### config.mk
export PLATFORM = sky130hd
export DESIGN_NAME = stable_sorted_priority_queue
export DESIGN_NICKNAME = d
export VERILOG_FILES = /design/src/sv/sspq_pkg.sv /design/src/sv/sspq_ram.sv /design/src/sv/stable_sorted_priority_queue.sv
export SDC_FILE = /design/constraint.sdc
export NUM_CORES = 1
export LEC_CHECK = 0
export ABC_AREA = 1
export BUFFER_PORTS_ARGS = -buffer_cell sky130_fd_sc_hd__buf_2
export CORE_AREA = 2 2 226 228
export CTS_CLUSTER_DIAMETER = 150
export DETAILED_ROUTE_END_ITERATION = 8
export DIE_AREA = 0 0 228 230
export GPL_ROUTABILITY_DRIVEN = 0
export SYNTH_ARGS = -nofsm -noshare
export SYNTH_HDL_FRONTEND = slang
export SYNTH_SLANG_ARGS = --single-unit
export TNS_END_PERCENT = 50
### constraint.sdc
create_clock -name clk -period 4.12 [get_ports clk]
set_input_delay 0.412 -clock clk [delete_from_list [all_inputs] [get_ports clk]]
set_output_delay 0.412 -clock clk [all_outputs]
set_load 0.005 [all_outputs]
### src/sv/sspq_pkg.sv
package sspq_pkg;

    typedef logic [1:0] status_t;

    localparam status_t STATUS_ENQ   = 2'd0;
    localparam status_t STATUS_DEQ   = 2'd1;
    localparam status_t STATUS_EMPTY = 2'd2;
    localparam status_t STATUS_FULL  = 2'd3;

    localparam logic OP_ENQ = 1'b0;
    localparam logic OP_DEQ = 1'b1;

endpackage

### src/sv/sspq_ram.sv
module sspq_ram #(
    parameter int DEPTH = 16,
    parameter int WIDTH = 24,
    localparam int ADDR_BITS = $clog2(DEPTH)
) (
    input  logic                 clk,
    input  logic                 we,
    input  logic [ADDR_BITS-1:0] waddr,
    input  logic [WIDTH-1:0]     wdata,
    input  logic                 re,
    input  logic [ADDR_BITS-1:0] raddr,
    output logic [WIDTH-1:0]     rdata
);

    logic [WIDTH-1:0] mem [DEPTH];

    always_ff @(posedge clk)
    begin
        if (we)
        begin
            mem[waddr] <= wdata;
        end
    end

    always_ff @(posedge clk)
    begin
        if (re)
        begin
            rdata <= mem[raddr];
        end
    end

endmodule

### src/sv/stable_sorted_priority_queue.sv
// Stable sorted priority queue, highest priority at the head, FIFO among equals.
// Input channel s_*: s_tuser selects enqueue or dequeue, s_tdata carries the
// priority and payload of an entry to insert. Output channel m_*: one result
// transaction per input transaction, m_tuser gives the status, m_tdata the
// removed head entry (zero unless dequeued) and the occupancy after the step.
// Entries live in one synchronous memory organized as a ring with a head
// pointer; dequeue reads the head, enqueue walks back from the tail, moving one
// lower-priority entry up per cycle until the insertion point is found.
// A rejected or underflowing operation and an enqueue into an empty queue go
// from acceptance straight to the result state; a dequeue first reads the head
// entry, other enqueues first walk the stored entries. One operation is in
// work at a time; the next is accepted the cycle after the result is handed to
// the output register, which is bounded by the one-entry-per-cycle memory walk.
// A stalled receiver holds the output register; the block may still accept and
// process one more operation, which then waits until the output register frees.
// Reset empties the queue and drops any pending result; memory is not cleared.
module stable_sorted_priority_queue #(
    parameter int DEPTH        = 16,
    parameter int PAYLOAD_BITS = 16,
    parameter int PRIO_BITS    = 8,
    localparam int IN_W  = ((PRIO_BITS + PAYLOAD_BITS + 7) / 8) * 8,
    localparam int OUT_W = ((PAYLOAD_BITS + PRIO_BITS + $clog2(DEPTH + 1) + 7) / 8) * 8
) (
    input  logic                clk,
    input  logic                rst_n,
    input  logic                s_tvalid,
    output logic                s_tready,
    input  logic [IN_W-1:0]     s_tdata,   // prio, payload
    input  logic [0:0]          s_tuser,   // op
    output logic                m_tvalid,
    input  logic                m_tready,
    output logic [OUT_W-1:0]    m_tdata,   // out_payload, out_prio, occupancy
    output sspq_pkg::status_t   m_tuser    // status
);

    import sspq_pkg::*;

    localparam int ADDR_BITS  = $clog2(DEPTH);
    localparam int CNT_BITS   = $clog2(DEPTH + 1);
    localparam int ENTRY_BITS = PRIO_BITS + PAYLOAD_BITS;

    localparam logic [CNT_BITS-1:0]  CNT_FULL  = CNT_BITS'(DEPTH);
    localparam logic [ADDR_BITS-1:0] ADDR_LAST = ADDR_BITS'(DEPTH - 1);

    localparam logic [2:0] ST_IDLE = 3'd0;
    localparam logic [2:0] ST_SCAN = 3'd1;
    localparam logic [2:0] ST_INS  = 3'd2;
    localparam logic [2:0] ST_DEQ  = 3'd3;
    localparam logic [2:0] ST_DONE = 3'd4;

    logic [2:0]              state_reg, state_next;
    logic [ADDR_BITS-1:0]    head_reg, head_next;
    logic [CNT_BITS-1:0]     count_reg, count_next;
    logic [ADDR_BITS-1:0]    k_reg, k_next;
    logic [PRIO_BITS-1:0]    new_prio_reg, new_prio_next;
    logic [PAYLOAD_BITS-1:0] new_payload_reg, new_payload_next;
    status_t                 res_status_reg, res_status_next;
    logic [PRIO_BITS-1:0]    res_prio_reg, res_prio_next;
    logic [PAYLOAD_BITS-1:0] res_payload_reg, res_payload_next;
    logic                    m_valid_reg, m_valid_next;
    status_t                 m_status_reg, m_status_next;
    logic [PRIO_BITS-1:0]    m_prio_reg, m_prio_next;
    logic [PAYLOAD_BITS-1:0] m_payload_reg, m_payload_next;
    logic [CNT_BITS-1:0]     m_occ_reg, m_occ_next;

    logic                    in_op;
    logic [PRIO_BITS-1:0]    in_prio;
    logic [PAYLOAD_BITS-1:0] in_payload;

    logic                    ram_we;
    logic [ADDR_BITS-1:0]    ram_waddr;
    logic [ENTRY_BITS-1:0]   ram_wdata;
    logic                    ram_re;
    logic [ADDR_BITS-1:0]    ram_raddr;
    logic [ENTRY_BITS-1:0]   ram_rdata;
    logic [PRIO_BITS-1:0]    rd_prio;
    logic [PAYLOAD_BITS-1:0] rd_payload;
    logic [ADDR_BITS-1:0]    count_m1;

    function automatic logic [ADDR_BITS-1:0] to_phys(
        input logic [ADDR_BITS-1:0] head,
        input logic [ADDR_BITS-1:0] idx
    );
        logic [ADDR_BITS:0] sum;
        sum = {1'b0, head} + {1'b0, idx};
        if (sum >= (ADDR_BITS + 1)'(DEPTH))
        begin
            sum = sum - (ADDR_BITS + 1)'(DEPTH);
        end
        return sum[ADDR_BITS-1:0];
    endfunction

    assign in_op      = s_tuser[0];
    assign in_prio    = s_tdata[PRIO_BITS-1:0];
    assign in_payload = s_tdata[ENTRY_BITS-1:PRIO_BITS];

    assign rd_prio    = ram_rdata[PRIO_BITS-1:0];
    assign rd_payload = ram_rdata[ENTRY_BITS-1:PRIO_BITS];
    assign count_m1   = ADDR_BITS'(count_reg - CNT_BITS'(1));

    assign s_tready = (state_reg == ST_IDLE);
    assign m_tvalid = m_valid_reg;
    assign m_tuser  = m_status_reg;
    assign m_tdata  = OUT_W'({m_occ_reg, m_prio_reg, m_payload_reg});

    sspq_ram #(
        .DEPTH (DEPTH),
        .WIDTH (ENTRY_BITS)
    ) u_ram (
        .clk   (clk),
        .we    (ram_we),
        .waddr (ram_waddr),
        .wdata (ram_wdata),
        .re    (ram_re),
        .raddr (ram_raddr),
        .rdata (ram_rdata)
    );

    always_comb
    begin
        state_next       = state_reg;
        head_next        = head_reg;
        count_next       = count_reg;
        k_next           = k_reg;
        new_prio_next    = new_prio_reg;
        new_payload_next = new_payload_reg;
        res_status_next  = res_status_reg;
        res_prio_next    = res_prio_reg;
        res_payload_next = res_payload_reg;
        m_valid_next     = m_valid_reg && !m_tready;
        m_status_next    = m_status_reg;
        m_prio_next      = m_prio_reg;
        m_payload_next   = m_payload_reg;
        m_occ_next       = m_occ_reg;
        ram_we           = 1'b0;
        ram_waddr        = head_reg;
        ram_wdata        = {new_payload_reg, new_prio_reg};
        ram_re           = 1'b0;
        ram_raddr        = head_reg;

        unique case (state_reg)
            ST_IDLE:
            begin
                if (s_tvalid)
                begin
                    new_prio_next    = in_prio;
                    new_payload_next = in_payload;
                    res_prio_next    = '0;
                    res_payload_next = '0;
                    priority if (in_op == OP_DEQ && count_reg == '0)
                    begin
                        res_status_next = STATUS_EMPTY;
                        state_next      = ST_DONE;
                    end
                    else if (in_op == OP_DEQ)
                    begin
                        ram_re     = 1'b1;
                        ram_raddr  = head_reg;
                        state_next = ST_DEQ;
                    end
                    else if (count_reg == CNT_FULL)
                    begin
                        res_status_next = STATUS_FULL;
                        state_next      = ST_DONE;
                    end
                    else if (count_reg == '0)
                    begin
                        ram_we          = 1'b1;
                        ram_waddr       = head_reg;
                        ram_wdata       = {in_payload, in_prio};
                        count_next      = count_reg + CNT_BITS'(1);
                        res_status_next = STATUS_ENQ;
                        state_next      = ST_DONE;
                    end
                    else
                    begin
                        ram_re     = 1'b1;
                        ram_raddr  = to_phys(head_reg, count_m1);
                        k_next     = count_m1;
                        state_next = ST_SCAN;
                    end
                end
            end
            ST_SCAN:
            begin
                ram_we    = 1'b1;
                ram_waddr = to_phys(head_reg, k_reg + ADDR_BITS'(1));
                if (rd_prio < new_prio_reg)
                begin
                    ram_wdata = ram_rdata;
                    if (k_reg == '0)
                    begin
                        state_next = ST_INS;
                    end
                    else
                    begin
                        ram_re    = 1'b1;
                        ram_raddr = to_phys(head_reg, k_reg - ADDR_BITS'(1));
                        k_next    = k_reg - ADDR_BITS'(1);
                    end
                end
                else
                begin
                    ram_wdata       = {new_payload_reg, new_prio_reg};
                    count_next      = count_reg + CNT_BITS'(1);
                    res_status_next = STATUS_ENQ;
                    state_next      = ST_DONE;
                end
            end
            ST_INS:
            begin
                ram_we          = 1'b1;
                ram_waddr       = head_reg;
                ram_wdata       = {new_payload_reg, new_prio_reg};
                count_next      = count_reg + CNT_BITS'(1);
                res_status_next = STATUS_ENQ;
                state_next      = ST_DONE;
            end
            ST_DEQ:
            begin
                res_prio_next    = rd_prio;
                res_payload_next = rd_payload;
                head_next        = (head_reg == ADDR_LAST) ? '0 : head_reg + ADDR_BITS'(1);
                count_next       = count_reg - CNT_BITS'(1);
                res_status_next  = STATUS_DEQ;
                state_next       = ST_DONE;
            end
            ST_DONE:
            begin
                if (!m_valid_reg || m_tready)
                begin
                    m_valid_next   = 1'b1;
                    m_status_next  = res_status_reg;
                    m_prio_next    = res_prio_reg;
                    m_payload_next = res_payload_reg;
                    m_occ_next     = count_reg;
                    state_next     = ST_IDLE;
                end
            end
            default:
            begin
                state_next = ST_IDLE;
            end
        endcase
    end

    always_ff @(posedge clk or negedge rst_n)
    begin
        if (!rst_n)
        begin
            state_reg   <= ST_IDLE;
            head_reg    <= '0;
            count_reg   <= '0;
            m_valid_reg <= 1'b0;
        end
        else
        begin
            state_reg   <= state_next;
            head_reg    <= head_next;
            count_reg   <= count_next;
            m_valid_reg <= m_valid_next;
        end
    end

    always_ff @(posedge clk)
    begin
        k_reg           <= k_next;
        new_prio_reg    <= new_prio_next;
        new_payload_reg <= new_payload_next;
        res_status_reg  <= res_status_next;
        res_prio_reg    <= res_prio_next;
        res_payload_reg <= res_payload_next;
        m_status_reg    <= m_status_next;
        m_prio_reg      <= m_prio_next;
        m_payload_reg   <= m_payload_next;
        m_occ_reg       <= m_occ_next;
    end

`ifndef SYNTHESIS
    a_count_bound: assert property (@(posedge clk) disable iff (!rst_n)
        count_reg <= CNT_FULL)
        else $error("entry count exceeds depth");

    a_busy_after_accept: assert property (@(posedge clk) disable iff (!rst_n)
        s_tvalid && s_tready |=> state_reg != ST_IDLE)
        else $error("accepted transaction did not start work");

    a_full_occupancy: assert property (@(posedge clk) disable iff (!rst_n)
        m_valid_reg && m_status_reg == STATUS_FULL |-> m_occ_reg == CNT_FULL)
        else $error("full reject reported with queue not full");

    a_empty_result: assert property (@(posedge clk) disable iff (!rst_n)
        m_valid_reg && m_status_reg == STATUS_EMPTY
            |-> m_occ_reg == '0 && m_payload_reg == '0 && m_prio_reg == '0)
        else $error("underflow result not clean");
`endif

endmodule

== After elaboration in Yosys (flattened, before gate mapping) ==
Memories as Yosys holds them, arrays and structs flattened. A register that Yosys moved wholly into a read port is not among the register bits.
Index checks and enable logic that the tools add are counted.
Operators by class
  eq/ne operators: 19
  add/subtract/negate cells: 11
  mux-type cells: 73
  order comparisons: 4
  reduce and logical (&&, ||, !) cells: 20
Operator list (count)
  2-to-1 mux 24 bit: 6
  2-to-1 mux 4 bit: 19
  case mux 24 bit (2 select lines): 1
  case mux 16 bit (2 select lines): 1
  2-to-1 mux 5 bit: 6
  2-to-1 mux 3 bit: 8
  case mux 5 bit (4 select lines): 1
  inequality test 2 bit, second input constant: 9
  2-to-1 mux 1 bit: 16
  2-to-1 mux 16 bit: 1
  case mux 4 bit (2 select lines): 2
  case mux 8 bit (2 select lines): 1
  subtractor 4 x 1 -> 4 bit, second input constant: 4
  adder 4 x 4 -> 5 bit: 3
  greater-or-equal comparator 5 bit, second input constant: 3
  2-to-1 mux 2 bit: 6
  case mux 3 bit (4 select lines): 1
  adder 4 x 1 -> 4 bit, second input constant: 2
  < comparator 8 bit: 1
  2-to-1 mux 8 bit: 1
  case mux 2 bit (4 select lines): 1
  AND reduction 8 bit: 1
  AND reduction 7 bit: 1
  == test 3 x 2 -> 1 bit, second input constant: 2
  other kinds (23): 30
Word-level totals
  memory bits (writable): 384
  input bits: 29
  output and inout bits: 36
  memories kept: 1
  register bits after elaboration: 98
  word-level logic and storage cells: 142
Memories
  u_ram.mem: words 16, width 24, rd ports 1, clocked after memory_dff 1, wr ports 1, line sspq_ram.sv:15  | logic [WIDTH-1:0] mem [DEPTH];

== Depth between registers and ports, before layout ==
Gate-level depths: netlist of the first run.
  depth after elaboration: 10
  gate-level depth with buffers: 19
  gate-level depth less buffers: 17

== Cells and area by module ==
Synthesis of the first run repeated with hierarchy kept, for this count alone.
Unflattened totals
  cells, all modules: 2113
  area total of the unflattened synthesis: 22228.8 µm²
By module, submodules not included
  sspq_ram: area an instance 17191.5 µm², times used 1, sequential area each 12251.8 µm², cells each 1597
  stable_sorted_priority_queue: area an instance 5037.3 µm², times used 1, sequential area each 2877.8 µm², cells each 516

== Worst setup path after synthesis of the first run ==
Ideal clock, no wire load.
  path type: register to register
  from: register state_reg[0]
  to: register u_ram.rdata[0], read port of u_ram.mem (enable)
  data required time: 3.681 ns
  period minus slack after synthesis: 4.553 ns
  path buffers: 1
  library setup time: 0.439 ns
  path slack: -0.433 ns
  arrival time: 4.115 ns
  cell stages (with the launch flop): 9
  cell sequence: dfrtp_1 -> nor2_2 -> inv_2 -> nor2_2 -> clkbuf_1 -> inv_1 -> nor2_1 -> inv_1 -> o21ai_0
Between the ends
  word-level cells in the longest chain between the ends: 2
  elaborated cells on any way between the ends: 4
  classes of those cells: eq/ne: 1; mux: 2; reduce/logical: 1
RTL lines
  start, declared: line stable_sorted_priority_queue.sv:51  | logic [2:0] state_reg, state_next;
  start signal, assigned: line stable_sorted_priority_queue.sv:258  | state_reg <= state_next;
  == test 3 x 1 -> 1 bit or zero test 3 bit (tied branches): line stable_sorted_priority_queue.sv:141  | unique case (state_reg)
  case mux 1 bit (2 select lines) *: line stable_sorted_priority_queue.sv:141
  named net ram_re: line stable_sorted_priority_queue.sv:73  | logic ram_re;
  end, declared: line sspq_ram.sv:12  | output logic [WIDTH-1:0] rdata
The timed path passes the listed nets; every way through them passes the cells marked *.
A chain may end at the register's enable or synchronous reset.

== Final worst setup path of the first run ==
  from: register k_reg[0]
  to: memory u_ram.mem[12][7] (enable)
Between the ends
  word-level cells in the longest chain between the ends: 5
  elaborated cells on any way between the ends: 6
  classes of those cells: add/sub: 3; order compare: 1; mux: 2
RTL lines
  start, declared: line stable_sorted_priority_queue.sv:54  | logic [ADDR_BITS-1:0] k_reg, k_next;
  start signal, assigned: line stable_sorted_priority_queue.sv:267  | k_reg <= k_next;
  adder 4 x 1 -> 4 bit *: line stable_sorted_priority_queue.sv:187  | ram_waddr = to_phys(head_reg, k_reg + ADDR_BITS'(1));
  adder 4 x 4 -> 5 bit *: line stable_sorted_priority_queue.sv:85  | sum = {1'b0, head} + {1'b0, idx};
  subtractor 4 x 1 -> 4 bit or greater-or-equal comparator 5 bit (tied branches): line stable_sorted_priority_queue.sv:88, stable_sorted_priority_queue.sv:86
  2-to-1 mux 4 bit *: line stable_sorted_priority_queue.sv:86  | if (sum >= (ADDR_BITS + 1)'(DEPTH))
  2-to-1 mux 4 bit *
  end, declared: line sspq_ram.sv:15
Every way passes the cells marked *; elsewhere a longest branch is shown, timed or not.

==> results of run 1 <==
worst max-delay path, cell delays in order, from the launching register on:
cell and delay [ns]:
sky130_fd_sc_hd__edfxtp_1 0.38, sky130_fd_sc_hd__inv_1 0.09, sky130_fd_sc_hd__ha_1 0.38, sky130_fd_sc_hd__ha_1 0.30, sky130_fd_sc_hd__nand2_1 0.06, sky130_fd_sc_hd__nor2_1 0.04, sky130_fd_sc_hd__a211oi_1 0.24, sky130_fd_sc_hd__a21oi_1 0.09
sky130_fd_sc_hd__o21ai_0 0.10, sky130_fd_sc_hd__xor2_1 0.27, sky130_fd_sc_hd__nand2_1 0.29, sky130_fd_sc_hd__nor2_4 0.52, sky130_fd_sc_hd__buf_12 0.24
layer usage:
metal  track usage  share of wire  wire (um)  vias up
met1         0.295           0.44      24800     7157
met3        0.0332          0.064       3580       85
met5             0              0          0        -
met2         0.362           0.47      26400      498
li1              -              -          -     6889
met4        0.0617          0.019       1080        0
final timing paths:
| path | endpoint | cells past startpoint | startpoint |
|---|---|---|---|
| min reg2reg | m_payload_reg[11] | 0 | res_payload_reg[11] |
| min in group asynchronous | count_reg[1] | 2 | rst_n |
| max | u_ram.mem[12][7] | 12 | k_reg[0] |
| max in group asynchronous | state_reg[2] | 2 | rst_n |
| min | new_prio_reg[3] | 1 | s_tdata[3] |
| max reg2reg | u_ram.mem[12][7] | 12 | k_reg[0] |
layout make-up:
type,count,area [sq um]
clock buffer,65,1390
clock inverter,33,399
fill,4329,24100
inverter,290,1090
multi-input combinational,1039,5730
sequential,506,15100
tap,672,841
timing repair buffer,152,1220
kinds of logic after synthesis:
family | count (synthesis) | synth area share
AND/OR/NAND/NOR | 928 | 0.207
adder cells (fa/ha/maj) | 24 | 0.0144
multiplexers | 1 | 0.000448
buffers and inverters | 404 | 0.0742
flip-flops | 506 | 0.677
other | 1 | 0.000168
AO/OA/AOI/OAI | 67 | 0.0209
XOR/XNOR | 16 | 0.00627
power by group through the flow:
stage               clock (mW)  combinational, mW  sequential [mW]
floorplan                    0               5.30             7.46
CTS                       5.02               7.93             7.42
global placement             0               7.79             7.52
detailed placement           0               7.87             7.52
global route              5.22               8.81             7.48
finish                    4.94               7.91             7.42
cell usage in the layout, fill, tap and decap left out, types with 4 or more instances in the layout:
cell,netlist,layout
sky130_fd_sc_hd__a21oi_1,7,7
sky130_fd_sc_hd__buf_12,0,14
sky130_fd_sc_hd__buf_2,71,61
sky130_fd_sc_hd__buf_4,10,54
sky130_fd_sc_hd__bufinv_16,0,9
sky130_fd_sc_hd__clkbuf_1,28,11
sky130_fd_sc_hd__clkbuf_16,0,54
sky130_fd_sc_hd__clkinv_1,1,12
sky130_fd_sc_hd__clkinv_2,0,8
sky130_fd_sc_hd__dfrtp_1,13,13
sky130_fd_sc_hd__dlygate4sd3_1,0,23
sky130_fd_sc_hd__edfxtp_1,493,493
sky130_fd_sc_hd__ha_1,21,21
sky130_fd_sc_hd__inv_1,280,280
sky130_fd_sc_hd__inv_2,9,8
sky130_fd_sc_hd__nand2_1,308,307
sky130_fd_sc_hd__nand3_1,400,400
sky130_fd_sc_hd__nand3b_1,144,144
sky130_fd_sc_hd__nor2_1,61,43
sky130_fd_sc_hd__nor2_2,3,4
sky130_fd_sc_hd__nor2_4,1,18
sky130_fd_sc_hd__o21ai_0,19,18
sky130_fd_sc_hd__o221ai_1,24,24
sky130_fd_sc_hd__xor2_1,13,13
what timing repair did:
action / CTS / global route
hold buffers: 23 / 0
endpoints found under the hold margin: 35 / 0
buffers inserted: 0 / 0
==> impl_summary.txt, run 1 <==
----------------------------------------------------
[Outcome]
  Status ... finished, final reports clean

[Final layout]
  Share of final-layout standard cells stronger than drive strength 1 ... 0.119
  Largest registers ... u_ram.mem x384, u_ram.rdata x24
  Layout overhead on the synthesized area ... 15.5%
  Most flops, register ... u_ram.mem
  Nets ... 2094
  Number of flip-flops under the largest register name ... 384
  Final core area utilization ... 0.517
  Fin cells ... 2757
  Post-route cell area ... 25800 sq um
  Number of antenna diodes ... 0

[STA]
  Aggregate negative setup slack ... 0 ns
  Number of failing setup endpoints in the final timing report ... 0
  Final clock period utilization by the worst path ... 0.814
  Actual transition at the worst max-transition pin ... 1.06 ns
  Final setup slack of the worst path ... 0.765 ns
  Worst slew margin relative to its limit ... 0.293
  Final number of max-transition violations ... 0
  Layout Skew ... 0.0169 ns
  Worst slack on hold paths ... 0.0294 ns
  Final Hold Fails ... 0
  Max Freq ... 298 MHz
  Post-route minimum period ... 3.36 ns
  Setup repair after global routing missed its margin ... no

[GRT]
  Total grt overflow ... 0
  Global routing usage summed across all routing layers ... 0.216
  Number of antenna violations at the first check in global routing ... 1
  Number of global-route vias before repair ... 14608
  First-pass GRT wire length ... 86900 um
  Pin count of the biggest net entering global routing ... 97

[Floorplanning]
  Boundary pin count ... 65
  Die Outline Area ... 52400 sq um
  Vertical die dimension ... 230 um
  Core outline area ... 49900 sq um
  Die width ... 228 um
  Starting Density ... 0.448
  # rows ... 82

[Routing]
  Post-route antenna net violation count ... 0
  Total via count in the routed design ... 14629
  Detailed Routing Iterations Pass 1 ... 7
  Routed length per placed instance ... 20.3 um
  Initial DRC Count ... 1310
  Total length of routed wires ... 55900 um
  Via density ... 5.31
  DRC violation count after routing ... 0

[Synthesis]
  Cell with the most instances after synthesis ... sky130_fd_sc_hd__edfxtp_1
  Register area share after synthesis ... 0.677
  Total standard cell area after synthesis ... 22400 sq um
  Post-Syn Instances ... 1947
  Synth top area share ... 0.662
  Synth unique cells ... 44
  Biggest area contributors in the synthesized netlist ... sky130_fd_sc_hd__edfxtp_1 66%, sky130_fd_sc_hd__nand3_1 9.0%, sky130_fd_sc_hd__nand2_1 5.2%
  Post-synthesis async set-or-reset flop share ... 0.0257
  Number of flops mapped to enable cells by yosys ... 493
  Mean Syn Cell Area ... 11.5 sq um
  Cell type with the largest total area after synthesis ... sky130_fd_sc_hd__edfxtp_1
  Most used DFF post-synth ... sky130_fd_sc_hd__edfxtp_1
  Warnings, synthesis ... 0
  Most frequent cells after synthesis ... 493 x sky130_fd_sc_hd__edfxtp_1, 400 x sky130_fd_sc_hd__nand3_1, 308 x sky130_fd_sc_hd__nand2_1
  Count of state elements after synthesis ... 506

[Critical path]
  Largest fanout on the critical path ... 14
  Critical path startpoint category ... flop
  Data required, critical path ... 4.42 ns
  Crit Path Class ... flop to flop
  Kind of end point of the critical path ... flop
  Setup slack of the most critical reg-to-reg path ... 0.76 ns
  CP Data Arrival Time ... 3.65 ns

[Pwr]
  Net Switching ... 7.83 mW
  Share of power burned in the clock network ... 0.244
  Areal power density over the cells ... 786 nW/um^2
  Largest vdd supply drop ... 0.704 mV
  Internal power ... 12.4 mW
  Combinational group share of total power ... 0.390
  Portion of total power attributed to sequential cells ... 0.366
  Power Total ... 20.3 mW
  Sw frac ... 0.386
  Leak Pwr ... 10.1 nW

[Clock network]
  Number of clock sinks ... 506
  Clock tree from TritonCTS ... yes
  Clock insertion delay at the later pin of the skew report ... 0.60 ns
  Post-CTS resize count ... 0
  Cts bufs inserted ... 52
  Clock-pin transition on the worst setup and hold timing paths ... 0.06 ns
  Root Buffer Master ... sky130_fd_sc_hd__clkbuf_16
  Number of buffers on the longest clock path ... 3
  Depth of the CTS H-tree ... 2

[Place]
  Port Buffers ... 61
  Cell area after placement ... 23800 sq um
  Post-Place Worst Slack ... 0.838 ns
  Sum of net half-perimeters after detailed placement ... 31100 um
  Placed cell count ... 2636

[Min path]
  Path category of the worst min-delay check ... input port to flop

[Flow run]
  Max cap viols ... 0

----------------------------------------------------
No activity file was read; power rests on OpenSTA's default activity.
==> run 2, diff against run 1 <==
Clock period 4.12 ns to 2.82 ns, I/O delays scaled along.
==> run 2 against run 1 <==
Net effect: the run now ends with setup timing left; combinational power increased by 120%; worst setup slack got worse by 0.89 ns; register-to-register slack got worse by 0.89 ns; wire length increased by 13%; first-iteration DRC count increased by 29%; worst hold slack improved by 0.074 ns.
==> impl_summary.txt, run 2 (synthesis gave the netlist of run 1 again) <==
----------------------------------------------------
[Place]
  Placed cell count ... 2728 (was 2636)
  Sum of net half-perimeters after detailed placement ... 35100 um (was 31100 um)
  Post-Place Worst Slack ... -0.521 ns (was 0.838 ns)
  Port Buffers ... 61 (unchanged)

[Final layout]
  Leading cell types in the layout, fill and taps excluded ... 493 x sky130_fd_sc_hd__edfxtp_1, 359 x sky130_fd_sc_hd__nand3_1, 294 x sky130_fd_sc_hd__nand2_1 (was 493 x sky130_fd_sc_hd__edfxtp_1, 400 x sky130_fd_sc_hd__nand3_1, 307 x sky130_fd_sc_hd__nand2_1)
  Fin cells ... 2912 (was 2757)
  Nets ... 2253 (was 2094)
  Largest registers ... u_ram.mem x384, u_ram.rdata x24 (unchanged)
  Number of flip-flops under the largest register name ... 384 (unchanged)
  Most flops, register ... u_ram.mem (unchanged)
  Layout overhead on the synthesized area ... 27.7% (was 15.5%)
  Commonest non-fill, non-tap cell in the layout ... sky130_fd_sc_hd__edfxtp_1 (unchanged)
  Share of final-layout standard cells stronger than drive strength 1 ... 0.211 (was 0.119)
  Number of antenna diodes ... 0 (unchanged)

[Floorplanning]
  # rows ... 82 (unchanged)
  Boundary pin count ... 65 (unchanged)
  Vertical die dimension ... 230 um (unchanged)
  Core outline area ... 49900 sq um (unchanged)
  Die width ... 228 um (unchanged)
  Starting Density ... 0.448 (unchanged)
  Die Outline Area ... 52400 sq um (unchanged)

[Pwr]
  Combinational group share of total power ... 0.494 (was 0.390)
  Share of power burned in the clock network ... 0.196 (was 0.244)
  Portion of total power attributed to sequential cells ... 0.310 (was 0.366)
  Net Switching ... 13.9 mW (was 7.83 mW)
  Largest vdd supply drop ... 0.594 mV (was 0.704 mV)
  Sw frac ... 0.398 (was 0.386)
  Leak Pwr ... 11.3 nW (was 10.1 nW)
  Areal power density over the cells ... 1220 nW/um^2 (was 786 nW/um^2)
  Internal power ... 21.0 mW (was 12.4 mW)

[STA]
  Final number of max-transition violations ... 0 (unchanged)
  Final Hold Fails ... 0 (unchanged)
  Final setup slack of the worst path ... -0.124 ns (was 0.765 ns)
  Final clock period utilization by the worst path ... 1.04 (was 0.814)
  Actual transition at the worst max-transition pin ... 1.14 ns (was 1.06 ns)
  Number of failing setup endpoints in the final timing report ... 325 (was 0)
  Max Freq ... 340 MHz (was 298 MHz)
  Layout Skew ... 0.0224 ns (was 0.0169 ns)
  Post-route minimum period ... 2.94 ns (was 3.36 ns)
  Worst slack on hold paths ... 0.103 ns (was 0.0294 ns)
  Worst slew margin relative to its limit ... 0.237 (was 0.293)
  Setup repair after global routing missed its margin ... yes (was no)

[Routing]
  Total length of routed wires ... 62900 um (was 55900 um)
  DRC violation count after routing ... 0 (unchanged)
  Routed length per placed instance ... 21.6 um (was 20.3 um)
  Total via count in the routed design ... 15775 (was 14629)
  Via density ... 5.42 (was 5.31)
  Initial DRC Count ... 1695 (was 1310)
  Detailed Routing Iterations Pass 1 ... 5 (was 7)
  Post-route antenna net violation count ... 0 (unchanged)

[Min path]
  Path category of the worst min-delay check ... input port to flop (unchanged)
  Hold Startpoint ... s_tvalid (was s_tdata[3])

[Critical path]
  Largest fanout on the critical path ... 24 (was 14)
  Data required, critical path ... 3.12 ns (was 4.42 ns)
  Kind of end point of the critical path ... flop (unchanged)
  Crit Path Class ... flop to flop (unchanged)
  CP Data Arrival Time ... 3.24 ns (was 3.65 ns)
  Worst flop-to-flop path startpoint ... k_reg[1] (was k_reg[0])
  Crit path from ... k_reg[1] (was k_reg[0])
  Critical path startpoint category ... flop (unchanged)

[GRT]
  First-pass GRT wire length ... 92400 um (was 86900 um)
  Global routing usage summed across all routing layers ... 0.232 (was 0.216)
  Number of antenna violations at the first check in global routing ... 0 (was 1)
  Total grt overflow ... 0 (unchanged)
  Number of global-route vias before repair ... 15230 (was 14608)
  Pin count of the biggest net entering global routing ... 73 (was 97)

[Clock network]
  Depth of the CTS H-tree ... 2 (unchanged)
  Number of buffers on the longest clock path ... 3 (unchanged)
  Clock insertion delay at the later pin of the skew report ... 0.62 ns (was 0.60 ns)
  Clock tree from TritonCTS ... yes (unchanged)
  Cts bufs inserted ... 52 (unchanged)
  Clock-pin transition on the worst setup and hold timing paths ... 0.06 ns (about the same)
  Number of clock sinks ... 506 (unchanged)
  Root Buffer Master ... sky130_fd_sc_hd__clkbuf_16 (unchanged)

[Outcome]
  Failing checks ... setup timing
  Status ... complete, but fails checks (was finished, final reports clean)

[Flow run]
  Max cap viols ... 0 (unchanged)

----------------------------------------------------
run 2: power groups by stage:
stage	sequential (mW)	clock, mW	combinational [mW]
3_5_place_dp	11.0	0	13.6
4_1_cts	10.8	6.93	15.6
5_1_grt	10.9	7.20	18.5
2_1_floorplan	10.9	0	7.80
6_report	10.8	6.83	17.2
3_3_place_gp	10.9	0	13.4
run 2: final cells by class:
cell class | instances | area [sq um]
well taps | 672 | 841
clock buffers | 63 | 1340
inverters | 290 | 1130
repair inverters | 1 | 8.76
flip-flops and latches | 506 | 15100
clock inverters | 31 | 325
multi-input cells | 1043 | 6280
repair buffers | 306 | 3480
fillers | 4009 | 21300
run 2: worst max-delay path, stage by stage, from the launching register on:
cell	delay, ns
sky130_fd_sc_hd__edfxtp_1	0.42
sky130_fd_sc_hd__ha_2	0.21
sky130_fd_sc_hd__xor2_1	0.15
sky130_fd_sc_hd__ha_1	0.34
sky130_fd_sc_hd__nand2_1	0.07
sky130_fd_sc_hd__nor2_1	0.04
sky130_fd_sc_hd__a211oi_2	0.21
sky130_fd_sc_hd__a21oi_1	0.09
sky130_fd_sc_hd__o21ai_1	0.10
sky130_fd_sc_hd__xor2_1	0.27
sky130_fd_sc_hd__buf_4	0.18
sky130_fd_sc_hd__nand2_1	0.07
sky130_fd_sc_hd__buf_6	0.15
sky130_fd_sc_hd__nor2_4	0.10
sky130_fd_sc_hd__buf_12	0.22
run 2: timing repair:
item | in CTS | in global routing
endpoints found under the hold margin | 39 | 0
gates resized for setup | 89 | 73
cloned | 15 | 12
hold buffers | 27 | 0
setup buffers | 31 | 12
pin swaps | 18 | 27
setup endpoints to repair | 432 | 432
run 2: layer usage:
metal,part of all wire,GRT usage
met1,0.43,0.318
met2,0.46,0.361
met3,0.084,0.0599
met4,0.034,0.0831
met5,0,0
run 2: worst paths after layout:
kind | slack (ns) | end | depth (start not counted)
max | -0.12 | u_ram.mem[13][18] | 14
min | 0.10 | state_reg[2] | 3
max reg2reg | -0.12 | u_ram.mem[13][18] | 14
min reg2reg | 0.42 | m_prio_reg[4] | 0
max in group asynchronous | 2.42 | m_tvalid | 2
min in group asynchronous | 0.13 | count_reg[0] | 2
run 2: per-stage QoR:
stage	utilization	power [mW]	TNS [ns]	instance area, sq um
2_1_floorplan	-	18.7	-57.46	22400
3_3_place_gp	0.499	24.4	-94.68	24900
3_5_place_dp	0.499	24.5	-78.24	24900
4_1_cts	0.559	33.3	-8.06	27900
5_1_grt	0.572	36.6	-79.60	28500
6_report	0.572	34.9	-17.75	28500
==> run 3, diff against run 2 <==
Settings changed: CELL_PAD_IN_SITES_DETAIL_PLACEMENT set to 2, CELL_PAD_IN_SITES_GLOBAL_PLACEMENT set to 2, CORE_AREA 2 2 226 228 to 2 2 243 245, DIE_AREA 0 0 228 230 to 0 0 245 247, HOLD_SLACK_MARGIN set to 0.15, PLACE_DENSITY_LB_ADDON set to 0.1, SLEW_MARGIN set to 20.
==> run 3 against run 2 <==
Net effect: the flow still finishes with violations (setup timing); clock power is 3.7% higher; combinational power is 20% higher; final cell count is 6.2% higher; power is 11% higher; clock-buffer cell count is 11 higher; cell area is 5.4% higher; highest routed layer is now met5; sequential power hardly changed; register-to-register slack worse by 0.23 ns; non-clock buffer count is 68 higher; sequential cell count stayed put; largest power group unchanged.
==> impl_summary.txt, run 3 (synthesis gave the netlist of run 1 again) <==
----------------------------------------------------
[Outcome]
  Status ... complete, but fails checks (unchanged)
  Failing checks ... setup timing (unchanged)

[GRT]
  Total grt overflow ... 0 (unchanged)
  Met3 track demand over resource ... 0.0463 (was 0.0599)
  Global routing usage summed across all routing layers ... 0.273 (was 0.232)
  Number of global-route vias before repair ... 18491 (was 15230)
  Pin count of the biggest net entering global routing ... 43 (was 73)
  Met2 Track Usage GR ... 0.483 (was 0.361)
  First-pass GRT wire length ... 121000 um (was 92400 um)
  Number of antenna violations at the first check in global routing ... 1 (was 0)
  Busiest grt layer ... met2 (unchanged)
  Met1 Resource Use GR ... 0.335 (was 0.318)

[Final layout]
  Commonest non-fill, non-tap cell in the layout ... sky130_fd_sc_hd__edfxtp_1 (unchanged)
  Leading cell types in the layout, fill and taps excluded ... 493 x sky130_fd_sc_hd__edfxtp_1, 312 x sky130_fd_sc_hd__nand3_1, 280 x sky130_fd_sc_hd__nand2_1 (was 493 x sky130_fd_sc_hd__edfxtp_1, 359 x sky130_fd_sc_hd__nand3_1, 294 x sky130_fd_sc_hd__nand2_1)
  Most flops, register ... u_ram.mem (unchanged)
  Largest registers ... u_ram.mem x384, u_ram.rdata x24 (unchanged)
  Share of final-layout standard cells stronger than drive strength 1 ... 0.264 (was 0.211)
  Number of flip-flops under the largest register name ... 384 (unchanged)
  Nets ... 2324 (was 2253)
  Fin cells ... 3092 (was 2912)
  Layout overhead on the synthesized area ... 34.6% (was 27.7%)

[Flow run]
  Max cap viols ... 0 (unchanged)

[Floorplanning]
  # rows ... 89 (was 82)
  Core outline area ... 58200 sq um (was 49900 sq um)
  Vertical die dimension ... 247 um (was 230 um)
  Die width ... 245 um (was 228 um)
  Die Outline Area ... 60500 sq um (was 52400 sq um)
  Starting Density ... 0.384 (was 0.448)
  Boundary pin count ... 65 (unchanged)

[Critical path]
  Data required, critical path ... 3.16 ns (was 3.12 ns)
  Worst flop-to-flop path startpoint ... k_reg[1] (unchanged)
  Critical path cell sequence ... ha_2 > xor2_1 > ha_1 > nand2_1 > nor2_1 > a211oi_2 > a21oi_1 > o21ai_1 > xor2_1 > buf_4 > nand2_2 > buf_8 > nor2_4 > buf_12 > clkbuf_16 (was ha_2 > xor2_1 > ha_1 > nand2_1 > nor2_1 > a211oi_2 > a21oi_1 > o21ai_1 > xor2_1 > buf_4 > nand2_1 > buf_6 > nor2_4 > buf_12)
  Setup slack of the most critical reg-to-reg path ... -0.35 ns (was -0.12 ns)
  Kind of end point of the critical path ... flop (unchanged)
  Crit Path Class ... flop to flop (unchanged)
  Worst stage delay on the critical path ... 0.45 ns (was 0.42 ns)
  Critical path's most frequent cell ... sky130_fd_sc_hd__xor2_1
  Slowest CP cell ... sky130_fd_sc_hd__edfxtp_1 (unchanged)
  Reg2Reg Capture Point ... u_ram.mem[10][20] (was u_ram.mem[13][18])
  CP Data Arrival Time ... 3.51 ns (was 3.24 ns)
  Critical path startpoint category ... flop (unchanged)
  Largest fanout on the critical path ... 5 (was 24)
  R2R depth ... 15 (was 14)

[STA]
  Final clock period utilization by the worst path ... 1.12 (was 1.04)
  Aggregate negative setup slack ... -102.68 ns (was -17.75 ns)
  Number of failing setup endpoints in the final timing report ... 408 (was 325)
  Setup repair after global routing missed its margin ... yes (unchanged)
  Actual transition at the worst max-transition pin ... 1.11 ns (was 1.14 ns)
  Final setup slack of the worst path ... -0.351 ns (was -0.124 ns)
  Worst slack on hold paths ... 0.397 ns (was 0.103 ns)
  Post-route minimum period ... 3.17 ns (was 2.94 ns)
  Final Hold Fails ... 0 (unchanged)
  Final number of max-transition violations ... 0 (unchanged)
  Worst slew margin relative to its limit ... 0.260 (was 0.237)
  Layout Skew ... 0.0276 ns (was 0.0224 ns)
  Max Freq ... 315 MHz (was 340 MHz)

[Pwr]
  Portion of total power attributed to sequential cells ... 0.282 (was 0.310)
  Areal power density over the cells ... 1280 nW/um^2 (was 1220 nW/um^2)
  Leak Pwr ... 11.9 nW (was 11.3 nW)
  Share of power burned in the clock network ... 0.184 (was 0.196)
  Largest vdd supply drop ... 0.762 mV (was 0.594 mV)
  Combinational group share of total power ... 0.535 (was 0.494)
  Internal power ... 22.3 mW (was 21.0 mW)
  Sw frac ... 0.420 (was 0.398)
  Power Total ... 38.5 mW (was 34.9 mW)
  Net Switching ... 16.2 mW (was 13.9 mW)

[Routing]
  Detailed Routing Iterations Pass 1 ... 5 (unchanged)
  DRC violation count after routing ... 0 (unchanged)
  Total length of routed wires ... 88200 um (was 62900 um)
  Via density ... 5.48 (was 5.42)
  Post-route antenna net violation count ... 0 (unchanged)
  Routed length per placed instance ... 28.5 um (was 21.6 um)
  Total via count in the routed design ... 16941 (was 15775)
  Initial DRC Count ... 1270 (was 1695)

[Min path]
  Hold Startpoint ... s_tdata[11] (was s_tvalid)
  Endpoint with the worst hold slack ... new_payload_reg[3] (was state_reg[2])
  Number of stages on the worst hold path ... 2 (was 3)
  Path category of the worst min-delay check ... input port to flop (unchanged)

[Place]
  Port Buffers ... 61 (unchanged)
  Sum of net half-perimeters after detailed placement ... 48000 um (was 35100 um)
  Placed cell count ... 2860 (was 2728)

[Clock network]
  Cts bufs inserted ... 57 (was 52)
  Clock-pin transition on the worst setup and hold timing paths ... 0.06 ns (about the same)
  Number of clock sinks ... 506 (unchanged)
  Root Buffer Master ... sky130_fd_sc_hd__clkbuf_16 (unchanged)
  Depth of the CTS H-tree ... 2 (unchanged)
  Number of buffers on the longest clock path ... 3 (unchanged)
  Clock insertion delay at the later pin of the skew report ... 0.64 ns (was 0.62 ns)
  Clock tree from TritonCTS ... yes (unchanged)

----------------------------------------------------
run 3: changes by cell type in the layout (fill, tap and decap cells not counted), sizes merged:
cell,change
inv,-1
buf,+60
bufinv,-4
clkbuf,+14
bufbuf,+3
nor2,-1
dlygate4sd3,+2
clkinv,+4
diode,+2
run 3: worst max path at each step:
stage / startpoint / endpoint / slack [ns] / cells past startpoint
4_1_cts: k_reg[1] / u_ram.mem[10][14] / -0.16 / 15
2_1_floorplan: k_reg[0] / u_ram.mem[12][0] / -0.18 / 11
3_3_place_gp: k_reg[0] / u_ram.mem[1][12] / -0.57 / 12
3_5_place_dp: k_reg[0] / u_ram.mem[2][13] / -0.68 / 11
6_report: k_reg[1] / u_ram.mem[10][20] / -0.35 / 15
5_1_grt: k_reg[1] / u_ram.mem[9][14] / -0.47 / 15
run 3: worst max-delay path: cells and delay by family (launching register included):
family / cells / cell delay [ns]
and+or+nand+nor: 4 / 0.30
adders and majority gates: 2 / 0.54
DFF: 1 / 0.45
buffers and inverters: 4 / 0.67
AOI/OAI and AO/OA: 3 / 0.40
xor gates and xnor gates: 2 / 0.48
run 3: power by group through the flow:
stage	logic [mW]	registers, mW	clock network, mW
floorplan	7.80	10.9	0
CTS	18.1	10.8	7.11
global placement	14.5	10.9	0
finish	20.6	10.8	7.08
detailed placement	15.0	11.0	0
global route	21.8	10.9	7.44
run 3: cell type report:
| class | count | area [sq um] |
|---|---|---|
| Antenna cell | 2 | 5.00 |
| Clock buffer | 74 | 1490 |
| Clock inverter | 31 | 218 |
| Fill cell | 5497 | 28200 |
| Inverter | 290 | 1120 |
| Multi-Input combinational cell | 1042 | 6620 |
| Sequential cell | 506 | 15100 |
| Tap cell | 773 | 967 |
| Timing Repair Buffer | 374 | 4520 |
run 3: timing repair:
item / in CTS / in global routing
resized for setup: 164 / 118
gates cloned: 16 / 11
endpoints found under the hold margin: 41 / 0
setup buffers: 42 / 34
setup endpoints to repair: 408 / 430
hold buffers: 29 / 0
pin swaps: 66 / 45
run 3: routing by layer:
layer / vias to the layer above / routed length (um)
li1: 7387 / -
met1: 8851 / 35500
met3: 176 / 4690
met2: 525 / 44700
met5: - / 13
met4: 2 / 3220
run 3: metrics by stage:
stage          setup slack [ns]   util  area [sq um]
6_report                 -0.351  0.516         30100
5_1_grt                  -0.474  0.516         30100
4_1_cts                  -0.164  0.499         29100
3_5_place_dp             -0.675  0.437         25500
3_3_place_gp             -0.574  0.437         25500
2_1_floorplan            -0.178      -         22400
